<file path="src/rtl/iirdf1_pkg.sv">
// ----------------------------------------------------------------------------
// iirdf1_pkg
// Shared types, register map, operand codes and the microcode program of the
// direct form I IIR filter.
// ----------------------------------------------------------------------------
package iirdf1_pkg;

  localparam int TAPS_DEFAULT           = 4;
  localparam int SAMPLE_BITS_DEFAULT    = 16;
  localparam int COEF_FRAC_BITS_DEFAULT = 14;

  localparam int COEF_BITS  = 16;
  localparam int HIST_DEPTH = 3;
  localparam int NUM_REGS   = 7;
  localparam int ADDR_BITS  = 5;
  localparam int APB_DATA_BITS = 32;
  localparam int STEP_BITS  = 3;

  typedef logic signed [COEF_BITS-1:0] coef_t;

  localparam coef_t COEF_B0_RESET = 16'sd16384;

  // Register indexes.
  localparam logic [2:0] REG_B0 = 3'd0;
  localparam logic [2:0] REG_B1 = 3'd1;
  localparam logic [2:0] REG_B2 = 3'd2;
  localparam logic [2:0] REG_B3 = 3'd3;
  localparam logic [2:0] REG_A1 = 3'd4;
  localparam logic [2:0] REG_A2 = 3'd5;
  localparam logic [2:0] REG_A3 = 3'd6;

  // Multiplier data operand sources.
  localparam logic [2:0] SRC_X   = 3'd0;
  localparam logic [2:0] SRC_XH0 = 3'd1;
  localparam logic [2:0] SRC_XH1 = 3'd2;
  localparam logic [2:0] SRC_XH2 = 3'd3;
  localparam logic [2:0] SRC_YH0 = 3'd4;
  localparam logic [2:0] SRC_YH1 = 3'd5;
  localparam logic [2:0] SRC_YH2 = 3'd6;

  // One microcode word.
  typedef struct packed {
    logic [2:0] coef_sel;
    logic [2:0] data_sel;
    logic       sub;      // subtract the product instead of adding it
    logic       first;    // product replaces the accumulator
    logic       tap_end;  // last product of this tap
    logic [1:0] tap;
    logic       last;     // last word of the program
  } ucode_t;

  // Control from the sequencer to the datapath.
  typedef struct packed {
    logic       mul_en;
    logic [2:0] coef_sel;
    logic [2:0] data_sel;
    logic       sub;
    logic       first;
    logic       round_en;
    logic       commit;
  } seq_ctl_t;

  function automatic ucode_t ucode_rom(input logic [STEP_BITS-1:0] addr);
    ucode_t w;
    case (addr)
      3'd0:    w = '{REG_B0, SRC_X,   1'b0, 1'b1, 1'b1, 2'd0, 1'b0};
      3'd1:    w = '{REG_B1, SRC_XH0, 1'b0, 1'b0, 1'b0, 2'd1, 1'b0};
      3'd2:    w = '{REG_A1, SRC_YH0, 1'b1, 1'b0, 1'b1, 2'd1, 1'b0};
      3'd3:    w = '{REG_B2, SRC_XH1, 1'b0, 1'b0, 1'b0, 2'd2, 1'b0};
      3'd4:    w = '{REG_A2, SRC_YH1, 1'b1, 1'b0, 1'b1, 2'd2, 1'b0};
      3'd5:    w = '{REG_B3, SRC_XH2, 1'b0, 1'b0, 1'b0, 2'd3, 1'b0};
      3'd6:    w = '{REG_A3, SRC_YH2, 1'b1, 1'b0, 1'b1, 2'd3, 1'b1};
      default: w = '{REG_B0, SRC_X,   1'b0, 1'b0, 1'b1, 2'd3, 1'b1};
    endcase
    return w;
  endfunction

endpackage

</file>
<file path="src/rtl/iirdf1_regs.sv">
// ----------------------------------------------------------------------------
// iirdf1_regs
// APB register file holding the seven Q2.14 filter coefficients.
// ----------------------------------------------------------------------------
module iirdf1_regs (
  input  logic                                   clk,
  input  logic                                   rst,
  input  logic                                   psel,
  input  logic                                   penable,
  input  logic                                   pwrite,
  input  logic [iirdf1_pkg::ADDR_BITS-1:0]       paddr,
  input  logic [iirdf1_pkg::APB_DATA_BITS-1:0]   pwdata,
  output logic [iirdf1_pkg::APB_DATA_BITS-1:0]   prdata,
  output logic                                   pready,
  output iirdf1_pkg::coef_t                      coefs [iirdf1_pkg::NUM_REGS]
);

  logic [2:0] idx;
  logic       idx_ok;

  assign idx    = paddr[iirdf1_pkg::ADDR_BITS-1:2];
  assign idx_ok = idx < 3'(iirdf1_pkg::NUM_REGS);
  assign pready = 1'b1;

  always_ff @(posedge clk) begin
    if (rst) begin
      for (int i = 0; i < iirdf1_pkg::NUM_REGS; i++) begin
        coefs[i] <= (i == int'(iirdf1_pkg::REG_B0)) ? iirdf1_pkg::COEF_B0_RESET : '0;
      end
    end else if (psel && penable && pwrite && idx_ok) begin
      coefs[idx] <= pwdata[iirdf1_pkg::COEF_BITS-1:0];
    end
  end

  always_comb begin
    prdata = '0;
    if (idx_ok) begin
      prdata = iirdf1_pkg::APB_DATA_BITS'($unsigned(coefs[idx]));
    end
  end

endmodule

</file>
<file path="src/rtl/iirdf1_seq.sv">
// ----------------------------------------------------------------------------
// iirdf1_seq
// Microcode sequencer: steps through the product program, ends early when
// the tap count is reached, then drives drain, round and write-back.
// ----------------------------------------------------------------------------
module iirdf1_seq #(
  parameter int TAPS = iirdf1_pkg::TAPS_DEFAULT
) (
  input  logic                  clk,
  input  logic                  rst,
  input  logic                  start,
  input  logic                  out_free,
  output logic                  idle,
  output iirdf1_pkg::seq_ctl_t  ctl
);

  localparam logic [2:0] ST_IDLE  = 3'd0;
  localparam logic [2:0] ST_RUN   = 3'd1;
  localparam logic [2:0] ST_DRAIN = 3'd2;
  localparam logic [2:0] ST_ROUND = 3'd3;
  localparam logic [2:0] ST_DONE  = 3'd4;

  logic [2:0]                       state, state_next;
  logic [iirdf1_pkg::STEP_BITS-1:0] step, step_next;
  iirdf1_pkg::ucode_t               word;
  logic                             prog_end;

  assign word = iirdf1_pkg::ucode_rom(step);

  // Leave the program after the last word, or after the last product of the
  // highest tap in use.
  assign prog_end = word.last ||
                    (word.tap_end && (({1'b0, word.tap} + 3'd1) >= 3'(TAPS)));

  always_comb begin
    state_next = state;
    step_next  = step;
    case (state)
      ST_IDLE: begin
        step_next = '0;
        if (start) begin
          state_next = ST_RUN;
        end
      end
      ST_RUN: begin
        if (prog_end) begin
          state_next = ST_DRAIN;
        end else begin
          step_next = step + 1'b1;
        end
      end
      ST_DRAIN: state_next = ST_ROUND;
      ST_ROUND: state_next = ST_DONE;
      ST_DONE: begin
        if (out_free) begin
          state_next = ST_IDLE;
        end
      end
      default: state_next = ST_IDLE;
    endcase
  end

  always_ff @(posedge clk) begin
    if (rst) begin
      state <= ST_IDLE;
      step  <= '0;
    end else begin
      state <= state_next;
      step  <= step_next;
    end
  end

  always_comb begin
    ctl.mul_en   = (state == ST_RUN);
    ctl.coef_sel = word.coef_sel;
    ctl.data_sel = word.data_sel;
    ctl.sub      = word.sub;
    ctl.first    = word.first;
    ctl.round_en = (state == ST_ROUND);
    ctl.commit   = (state == ST_DONE) && out_free;
  end

  assign idle = (state == ST_IDLE);

endmodule

</file>
<file path="src/rtl/iirdf1_datapath.sv">
// ----------------------------------------------------------------------------
// iirdf1_datapath
// Shared multiply-accumulate, sample histories, rounding and saturation, and
// the output register.
// ----------------------------------------------------------------------------
module iirdf1_datapath #(
  parameter int SAMPLE_BITS    = iirdf1_pkg::SAMPLE_BITS_DEFAULT,
  parameter int COEF_FRAC_BITS = iirdf1_pkg::COEF_FRAC_BITS_DEFAULT,
  localparam int DATA_W        = ((SAMPLE_BITS + 7) / 8) * 8
) (
  input  logic                  clk,
  input  logic                  rst,
  input  logic                  load,
  input  logic [DATA_W-1:0]     in_data,
  input  logic                  in_last,
  input  iirdf1_pkg::coef_t     coefs [iirdf1_pkg::NUM_REGS],
  input  iirdf1_pkg::seq_ctl_t  ctl,
  output logic                  out_free,
  output logic                  out_valid,
  input  logic                  out_ready,
  output logic [DATA_W-1:0]     out_data,
  output logic                  out_last
);

  localparam int PROD_BITS = iirdf1_pkg::COEF_BITS + SAMPLE_BITS;
  localparam int ACC_BITS  = PROD_BITS + 3;
  localparam logic signed [ACC_BITS-1:0] ROUND_HALF =
    ACC_BITS'(1) << (COEF_FRAC_BITS - 1);
  localparam logic signed [ACC_BITS-1:0] SMAX =
    (ACC_BITS'(1) << (SAMPLE_BITS - 1)) - ACC_BITS'(1);
  localparam logic signed [ACC_BITS-1:0] SMIN = -SMAX - ACC_BITS'(1);

  logic signed [SAMPLE_BITS-1:0] x_reg;
  logic                          last_reg;
  logic signed [SAMPLE_BITS-1:0] xh [iirdf1_pkg::HIST_DEPTH];
  logic signed [SAMPLE_BITS-1:0] yh [iirdf1_pkg::HIST_DEPTH];
  logic signed [SAMPLE_BITS-1:0] opd;
  iirdf1_pkg::coef_t             coef_op;
  logic signed [PROD_BITS-1:0]   prod;
  logic                          prod_valid;
  logic                          prod_sub;
  logic                          prod_first;
  logic signed [ACC_BITS-1:0]    acc, acc_base, acc_next;
  logic signed [ACC_BITS-1:0]    rnd_sum, rnd_shift, rnd_sat;
  logic signed [SAMPLE_BITS-1:0] y_reg;

  always_comb begin
    case (ctl.data_sel)
      iirdf1_pkg::SRC_X:   opd = x_reg;
      iirdf1_pkg::SRC_XH0: opd = xh[0];
      iirdf1_pkg::SRC_XH1: opd = xh[1];
      iirdf1_pkg::SRC_XH2: opd = xh[2];
      iirdf1_pkg::SRC_YH0: opd = yh[0];
      iirdf1_pkg::SRC_YH1: opd = yh[1];
      iirdf1_pkg::SRC_YH2: opd = yh[2];
      default:             opd = '0;
    endcase
  end

  assign coef_op = (ctl.coef_sel < 3'(iirdf1_pkg::NUM_REGS)) ? coefs[ctl.coef_sel] : '0;

  always_ff @(posedge clk) begin
    if (ctl.mul_en) begin
      prod       <= coef_op * opd;
      prod_sub   <= ctl.sub;
      prod_first <= ctl.first;
    end
  end

  always_ff @(posedge clk) begin
    if (rst) begin
      prod_valid <= 1'b0;
    end else begin
      prod_valid <= ctl.mul_en;
    end
  end

  // Accumulation runs in the cycle after the multiply, from the registered product.
  always_comb begin
    acc_base = prod_first ? '0 : acc;
    acc_next = prod_sub ? acc_base - ACC_BITS'(prod) : acc_base + ACC_BITS'(prod);
  end

  always_ff @(posedge clk) begin
    if (prod_valid) begin
      acc <= acc_next;
    end
  end

  // Round half up, floor shift, then clamp to the sample range.
  always_comb begin
    rnd_sum   = acc + ROUND_HALF;
    rnd_shift = rnd_sum >>> COEF_FRAC_BITS;
    if (rnd_shift > SMAX) begin
      rnd_sat = SMAX;
    end else if (rnd_shift < SMIN) begin
      rnd_sat = SMIN;
    end else begin
      rnd_sat = rnd_shift;
    end
  end

  always_ff @(posedge clk) begin
    if (load) begin
      x_reg    <= in_data[SAMPLE_BITS-1:0];
      last_reg <= in_last;
    end
    if (ctl.round_en) begin
      y_reg <= rnd_sat[SAMPLE_BITS-1:0];
    end
  end

  always_ff @(posedge clk) begin
    if (rst) begin
      for (int i = 0; i < iirdf1_pkg::HIST_DEPTH; i++) begin
        xh[i] <= '0;
        yh[i] <= '0;
      end
    end else if (ctl.commit) begin
      for (int i = iirdf1_pkg::HIST_DEPTH - 1; i > 0; i--) begin
        xh[i] <= xh[i-1];
        yh[i] <= yh[i-1];
      end
      xh[0] <= x_reg;
      yh[0] <= y_reg;
    end
  end

  assign out_free = !out_valid || out_ready;

  always_ff @(posedge clk) begin
    if (rst) begin
      out_valid <= 1'b0;
    end else if (ctl.commit) begin
      out_valid <= 1'b1;
    end else if (out_ready) begin
      out_valid <= 1'b0;
    end
  end

  always_ff @(posedge clk) begin
    if (ctl.commit) begin
      out_data <= DATA_W'($unsigned(y_reg));
      out_last <= last_reg;
    end
  end

endmodule

</file>
<file path="src/rtl/iir_direct_form_one_filter.sv">
// ----------------------------------------------------------------------------
// iir_direct_form_one_filter
// Direct form I IIR filter with a microcoded shared multiply-accumulate.
// ----------------------------------------------------------------------------
//  Channel   Direction  Signals                          Word contents
//  s_*       in         s_tvalid s_tready s_tdata s_tlast sample_in, block_end
//  m_*       out        m_tvalid m_tready m_tdata m_tlast sample_out, block_end_out
//  APB       in/out     psel penable pwrite paddr ...     coefficients b0..b3, a1..a3
//
// A new sample is accepted only while the sequencer is idle. Each sample runs
// 2*TAPS-1 product steps through the single multiplier, then drain, round and
// write-back, and returns to idle, where the next word is taken; write-back
// waits while the output register still holds an untaken word. Reset is
// synchronous and restores the coefficient defaults and clears both histories.
// ----------------------------------------------------------------------------
module iir_direct_form_one_filter #(
  parameter int TAPS           = iirdf1_pkg::TAPS_DEFAULT,
  parameter int SAMPLE_BITS    = iirdf1_pkg::SAMPLE_BITS_DEFAULT,
  parameter int COEF_FRAC_BITS = iirdf1_pkg::COEF_FRAC_BITS_DEFAULT,
  localparam int DATA_W        = ((SAMPLE_BITS + 7) / 8) * 8
) (
  input  logic                                 clk,
  input  logic                                 rst,
  input  logic                                 s_tvalid,
  output logic                                 s_tready,
  input  logic [DATA_W-1:0]                    s_tdata,   // sample_in
  input  logic                                 s_tlast,   // block_end
  output logic                                 m_tvalid,
  input  logic                                 m_tready,
  output logic [DATA_W-1:0]                    m_tdata,   // sample_out
  output logic                                 m_tlast,   // block_end_out
  input  logic                                 psel,
  input  logic                                 penable,
  input  logic                                 pwrite,
  input  logic [iirdf1_pkg::ADDR_BITS-1:0]     paddr,
  input  logic [iirdf1_pkg::APB_DATA_BITS-1:0] pwdata,
  output logic [iirdf1_pkg::APB_DATA_BITS-1:0] prdata,
  output logic                                 pready
);

  iirdf1_pkg::coef_t    coefs [iirdf1_pkg::NUM_REGS];
  iirdf1_pkg::seq_ctl_t ctl;
  logic                 idle;
  logic                 out_free;
  logic                 load;

  assign s_tready = idle;
  assign load     = s_tvalid && idle;

  iirdf1_regs u_regs (
    .clk     (clk),
    .rst     (rst),
    .psel    (psel),
    .penable (penable),
    .pwrite  (pwrite),
    .paddr   (paddr),
    .pwdata  (pwdata),
    .prdata  (prdata),
    .pready  (pready),
    .coefs   (coefs)
  );

  iirdf1_seq #(
    .TAPS (TAPS)
  ) u_seq (
    .clk      (clk),
    .rst      (rst),
    .start    (load),
    .out_free (out_free),
    .idle     (idle),
    .ctl      (ctl)
  );

  iirdf1_datapath #(
    .SAMPLE_BITS    (SAMPLE_BITS),
    .COEF_FRAC_BITS (COEF_FRAC_BITS)
  ) u_datapath (
    .clk       (clk),
    .rst       (rst),
    .load      (load),
    .in_data   (s_tdata),
    .in_last   (s_tlast),
    .coefs     (coefs),
    .ctl       (ctl),
    .out_free  (out_free),
    .out_valid (m_tvalid),
    .out_ready (m_tready),
    .out_data  (m_tdata),
    .out_last  (m_tlast)
  );

endmodule
</file>
<file path="config.mk">
export PLATFORM = sky130hd
export DESIGN_NAME = iir_direct_form_one_filter
export DESIGN_NICKNAME = d
export VERILOG_FILES = /design/src/rtl/iirdf1_pkg.sv /design/src/rtl/iirdf1_regs.sv /design/src/rtl/iirdf1_seq.sv /design/src/rtl/iirdf1_datapath.sv /design/src/rtl/iir_direct_form_one_filter.sv
export SDC_FILE = /design/constraint.sdc
export NUM_CORES = 1
export LEC_CHECK = 0
export ABC_AREA = 1
export BUFFER_PORTS_ARGS = -buffer_cell sky130_fd_sc_hd__buf_2
export CORE_MARGIN = 4
export CORE_UTILIZATION = 64
export DETAILED_ROUTE_END_ITERATION = 10
export PLACE_DENSITY = 0.82
export SETUP_SLACK_MARGIN = 0.3
export SLEW_MARGIN = 20
export SYNTH_ARGS = -nofsm -noshare
export SYNTH_HDL_FRONTEND = slang
export SYNTH_SLANG_ARGS = --single-unit
</file>
<file path="constraint.sdc">
create_clock -name clk -period 9.1 [get_ports clk]
set_input_delay 0.91 -clock clk [delete_from_list [all_inputs] [get_ports clk]]
set_output_delay 0.91 -clock clk [all_outputs]
set_load 0.1 [all_outputs]
</file>
-- Word level (Yosys, flattened, before mapping)
Memory sizes are Yosys's and may differ from the RTL's.
Index checks and enable logic that the tools add are counted.
- bits in registers: 239
- RAM bits: 96
- input bits: 61
- output and inout bits: 52
- word-level logic and storage cells: 116
- memories: 2
- $add $sub $neg: 5
- multipliers: 1
- $lt $le $gt $ge: 8
- eq/ne operators: 20
- mux-type cells: 35
- bitwise logic cells: 8
- reductions and logical operators: 17
- memories (memory ; depth ; bits a word ; read ports ; clocked after Yosys merged registers in ; wr ports ; line ; source):
    u_datapath.xh ; 3 ; 16 ; 3 ; 0 ; 3 ; iirdf1_datapath.sv:35 ; logic signed [SAMPLE_BITS-1:0] xh [iirdf1_pkg::HIST_DEPTH];
    u_datapath.yh ; 3 ; 16 ; 3 ; 0 ; 3 ; iirdf1_datapath.sv:36 ; logic signed [SAMPLE_BITS-1:0] yh [iirdf1_pkg::HIST_DEPTH];
- operator list (operator ; number):
    2-to-1 mux 16 bit ; 14
    bitwise mux 112 bit ; 1
    case mux 16 bit (7 select lines) ; 1
    binary-select mux 16 bit (select 3 bit) ; 2
    case mux 12 bit (7 select lines) ; 1
    2-to-1 mux 35 bit ; 2
    demux 16 bit (select 3 bit) ; 1
    adder 35 x 15 -> 35 bit, second input constant ; 1
    adder 35 x 32 -> 35 bit ; 1
    subtractor 35 x 32 -> 35 bit ; 1
    multiplier 16 x 16 -> 32 bit ; 1
    equality test 3 bit, second input constant ; 7
    > comparator 21 x 16 -> 1 bit, second input constant ; 1
    less-than comparator 21 x 16 -> 1 bit, second input constant ; 1
    equality test 3 x 2 -> 1 bit, second input constant ; 6
    case mux 3 bit (5 select lines) ; 1
    2-to-1 mux 3 bit ; 4
    equality test 3 x 1 -> 1 bit, second input constant ; 3
    logical NOT 3 bit ; 3
    greater-or-equal comparator 4 bit, second input constant ; 2
    NOT 3 -> 4 bit ; 2
    logical AND 1 bit ; 7
    2-to-1 mux 1 bit ; 7
    less-than comparator 3 bit, second input constant ; 2
    other kinds (13) ; 22

-- Longest topological paths before layout
- depth after elaboration: 8
- depth in mapped cells: 39
- mapped depth without buffers: 37

-- By module
Synthesis repeated with hierarchy kept, for this count alone.
- cells, all modules: 4009
- area total of the unflattened synthesis: 30055.1 µm²
- by module, submodules not included (module ; instances ; cells an instance ; area each (µm²) ; seq. area each (µm²)):
    iirdf1_datapath ; 1 ; 2964 ; 23637.7 ; 6496.2
    iirdf1_regs ; 1 ; 969 ; 5898.2 ; 2242.2
    iirdf1_seq ; 1 ; 74 ; 511.7 ; 120.1
    iir_direct_form_one_filter ; 1 ; 2 ; 7.5 ; 0.0

-- Least setup slack after synthesis
No wires, ideal clock.
- path type: input-to-reg
- from: in m_tready
- to: mem u_datapath.xh[0][0] (netlist name) (enable)
- setup time: 683 ps
- arrival: 7708 ps
- data required time: 8417 ps
- slack: 709 ps
- stages on the path: 2
- path buffers: 0
- cell sequence: nor2_1 o21ai_0
- RTL lines (item ; line ; source):
    from (decl) ; iir_direct_form_one_filter.sv:29 ; input logic m_tready,
    to (decl) ; iirdf1_datapath.sv:35 ;

-- Final worst setup path
- from: reg u_seq.step[0] (netlist name)
- to: reg u_datapath.prod[31], data pin
- word-level cells in the longest chain between the ends: 8
- elaborated cells between the ends (all ways): 23
- classes of those cells: mul (1); order compare (1); eq/ne (12); mux (6); bitwise (1); reduce/logical (2)
- ends and longest elaborated chain (item ; line ; source):
    from (decl) ; iirdf1_seq.sv:24 ; logic [iirdf1_pkg::STEP_BITS-1:0] step, step_next;
    from (signal assigned) ; iirdf1_seq.sv:69 ; step <= step_next;
    equality test 3 bit, or another cell as far along ; iirdf1_pkg.sv:65 ; case (addr)
    case mux 12 bit (7 select lines) (*) ; iirdf1_pkg.sv:65 ;
    NOT 3 -> 4 bit (implied by the code) ; iirdf1_datapath.sv:60 ; assign coef_op = (ctl.coef_sel < 3'(iirdf1_pkg::NUM_REGS)) ? coefs[ctl.coef_sel] : '0;
    binary-select mux 16 bit (select 3 bit) ; iirdf1_datapath.sv:60 ;
    2-to-1 mux 16 bit (implied by the code) (2 in series) ; iirdf1_datapath.sv:60 ;
    2-to-1 mux 16 bit ; iirdf1_datapath.sv:60 ;
    multiplier 16 x 16 -> 32 bit (*) ; iirdf1_datapath.sv:64 ; prod <= coef_op * opd;
    to (signal assigned) ; iirdf1_datapath.sv:64 ;
    to (decl) ; iirdf1_datapath.sv:39 ; logic signed [PROD_BITS-1:0] prod;
Mark *: on every way between the ends. The rest lies on a longest branch, timed or not. The select of a mux whose other input is x is not followed.
A chain may end at the register's enable or synchronous reset.

==> reports/results.ini <==
[sta]
max_freq_mhz = 120
report.final.hold_viol_count = 0
timing.final.crit_period_ns = 8.31
relSlewSlack_pct = 30.0
setup_slack_ns = 0.787
setup_violations = 0
grt_setup_unrepaired = false
timing.clock.skew_ns = 0.0233
report.final.slew_viol_count = 0
max_slew.worst_pin.slew_ns = 1.05
final.setup.tns_ns = 0
final.period_utilization_pct = 91.4

[logic_synthesis]
number_of_synthesized_flops_with_an_enable_pin = 215
synth_area_um2 = 28600
netlist_instances = 3618
area_fraction_of_the_dominant_cell_type_after_synthesis_pct = 22.6
synthDistinctLibCells = 53
yosys-top-cells-area = sky130_fd_sc_hd__edfxtp_1 23%, sky130_fd_sc_hd__fa_1 18%, sky130_fd_sc_hd__inv_1 9.2%
ys_seq_elements = 335
synth_top_area_cell = sky130_fd_sc_hd__edfxtp_1
most_used_standard_cells_in_the_synthesized_netlist = 703 x sky130_fd_sc_hd__inv_1, 626 x sky130_fd_sc_hd__nor2_1, 615 x sky130_fd_sc_hd__nand2_1
yosys_warnings = 0
yosys_most_used_dff = sky130_fd_sc_hd__edfxtp_1
yosys.cell_count.top_type = sky130_fd_sc_hd__inv_1
synth_sequential_area_ratio_pct = 31.0
syn-mean-instance-area_um2 = 7.90
ys_async_sr_fraction_pct = 0

[cells_and_area]
nets = 4123
stdcell_area_um2 = 30600
n_fill_cell = 3578
drive_above_1_share_pct = 6.70
layout-area-overhead-vs-synth_pct = 7.15
max_flop_register = u_regs.coefs
flip_flop_count_of_the_largest_register_all_copies_and_words_added = 112
largest_registers = u_regs.coefs: 112 flops, u_datapath.xh: 48 flops, u_datapath.yh: 48 flops
num_antenna_cells = 0

[route]
route.vias.total = 24500
route.antenna.remaining_nets = 0
drt_pre_antenna_iters = 6
routed_wire_length_per_instance_um = 18.1
first_iter_violations = 3122
vias_per_cell = 5.70
routed_wl_um = 77800
post-route-drc-count = 0

[die]
std_cell_core_area_um2 = 44200
io_pins = 113
number_of_standard_cell_rows_in_the_floorplan = 77
start_util_pct = 64.7
die_h_um = 219
dieArea_um2 = 48100
die_w_um = 219

[setup_path]
cp-startpoint = u_seq.step[0]
ff2ff_setup_slack_ns = 0.79
worst-path-buf-inv = 8
worstRegToRegCells = 31
timing.critical_path.slowest_stage_cell = sky130_fd_sc_hd__fa_1
required_worst_endpoint_ns = 9.41
worst-endpoint-arrival_ns = 8.62
worst_path_dominant_cell_family = adder cells
timing.rr.start = u_seq.step[0]
critPathMaxFanout = 16
crit_type = reg2reg
slowest_delay_ns = 0.56
sort_of_element_at_the_start_of_the_critical_path = register
reg2reg_to = u_datapath.prod[31]
setup.worst_path.end_class = register

[worst_hold_path]
min-delay-start = u_datapath.last_reg
worst_hold_path.num_cells = 0
min_to = u_datapath.out_last
min_path_type = reg2reg

[flow_run]
timing.max_cap.violations = 0

[global_route]
track_usage_pct = 32.6
first_global_vias = 23600
grt_start_max_net_pins = 116
gr-total-overflow = 0
antenna_found_initial = 0
grt_pass1_wl_um = 123000

[clocking]
clkSinkCount = 335
numCtsBuffers = 38
clk_pin_slew_worst_paths_ns = 0.06
ctsLongestPathBuffers = 3
cts_root_buf = sky130_fd_sc_hd__clkbuf_16
tritoncts = built
cts_htree_levels = 2
cts_hold_buffers = 0
clk-insertion-delay-late_ns = 0.56

[placed_design]
port_buffers = 77
globalplace.congestion = 0.994
placed_cell_area_um2 = 29400
worst_setup_slack_before_clock_tree_synthesis_ns = 0.589
detailed_place_hpwl_um = 58700

[outcome]
run_status = completed

[worst max-delay path by stage]
stage	end	cells after the start
floorplan	u_datapath.xh[0][0]	2
global placement	u_datapath.prod[31]	32
detailed placement	u_datapath.prod[31]	32
CTS	u_datapath.prod[31]	32
global route	u_datapath.prod[31]	34
finish	u_datapath.prod[31]	31
[layout by cell type, fill, tap and decap left out, types with 75 or more instances in the layout]
master | Yosys | routed
sky130_fd_sc_hd__a21oi_1 | 148 | 148
sky130_fd_sc_hd__buf_2 | 24 | 77
sky130_fd_sc_hd__dfxtp_1 | 120 | 120
sky130_fd_sc_hd__edfxtp_1 | 215 | 215
sky130_fd_sc_hd__fa_1 | 263 | 263
sky130_fd_sc_hd__ha_1 | 123 | 123
sky130_fd_sc_hd__inv_1 | 703 | 703
sky130_fd_sc_hd__nand2_1 | 615 | 614
sky130_fd_sc_hd__nand3_1 | 107 | 107
sky130_fd_sc_hd__nor2_1 | 626 | 624
sky130_fd_sc_hd__o21ai_0 | 249 | 248
sky130_fd_sc_hd__xor2_1 | 75 | 75
[cells by family (layout without fill, tap and decap cells)]
logic type / count (synthesis) / in the layout / synth area share, %
buffers and inverters: 844 / 915 / 12.0
other: 2 / 17 / 0.0263
XOR/XNOR: 97 / 97 / 2.97
AO/OA/AOI/OAI: 514 / 514 / 9.96
flip-flops: 335 / 335 / 31.0
adder cells (fa/ha/maj): 386 / 386 / 23.8
AND/OR/NAND/NOR: 1440 / 1440 / 20.2
[worst reg2reg max path: cells and delay by family (launching register included)]
kind | cells | cell delay, ns
adder cells (fa/ha/maj) | 8 | 3.78
AND/OR/NAND/NOR | 12 | 2.15
buffers and inverters | 8 | 1.02
AO/OA/AOI/OAI | 3 | 0.66
flip-flops | 1 | 0.46
[layout make-up]
cell class / instances / area, µm² / area share (%)
timing repair buffer: 119 / 701 / 2.29
inverter: 728 / 2740 / 8.94
clock inverter: 19 / 183 / 0.596
clock buffer: 49 / 1020 / 3.34
tap: 592 / 741 / 2.42
multi-input combinational: 2454 / 16400 / 53.5
sequential: 335 / 8860 / 28.9
[per-stage QoR]
step                std cells  hold slack, ns  util, %
finish                   4296           0.437     69.3
floorplan                3633           0.400        -
global route             4296           0.463     69.3
CTS                      4293           0.446     69.2
detailed placement       4225           0.435     66.5
global placement         4225           0.411     66.5
[routing by layer]
layer / vias up / wire length [µm] / global-route usage (%)
met2: 1373 / 35000 / 51.2
met4: 0 / 2690 / 10.8
met5: - / 0 / 0
met1: 11500 / 31100 / 45.3
li1: 11400 / - / -
met3: 222 / 9070 / 7.31
[repair_timing]
action	in CTS	in global routing
resized for setup	0	2
buffers inserted	0	3
setup endpoints to repair	0	9
Power is not shown: default switching activity piles up to over one toggle a cycle in this logic, so the estimate is an artifact.
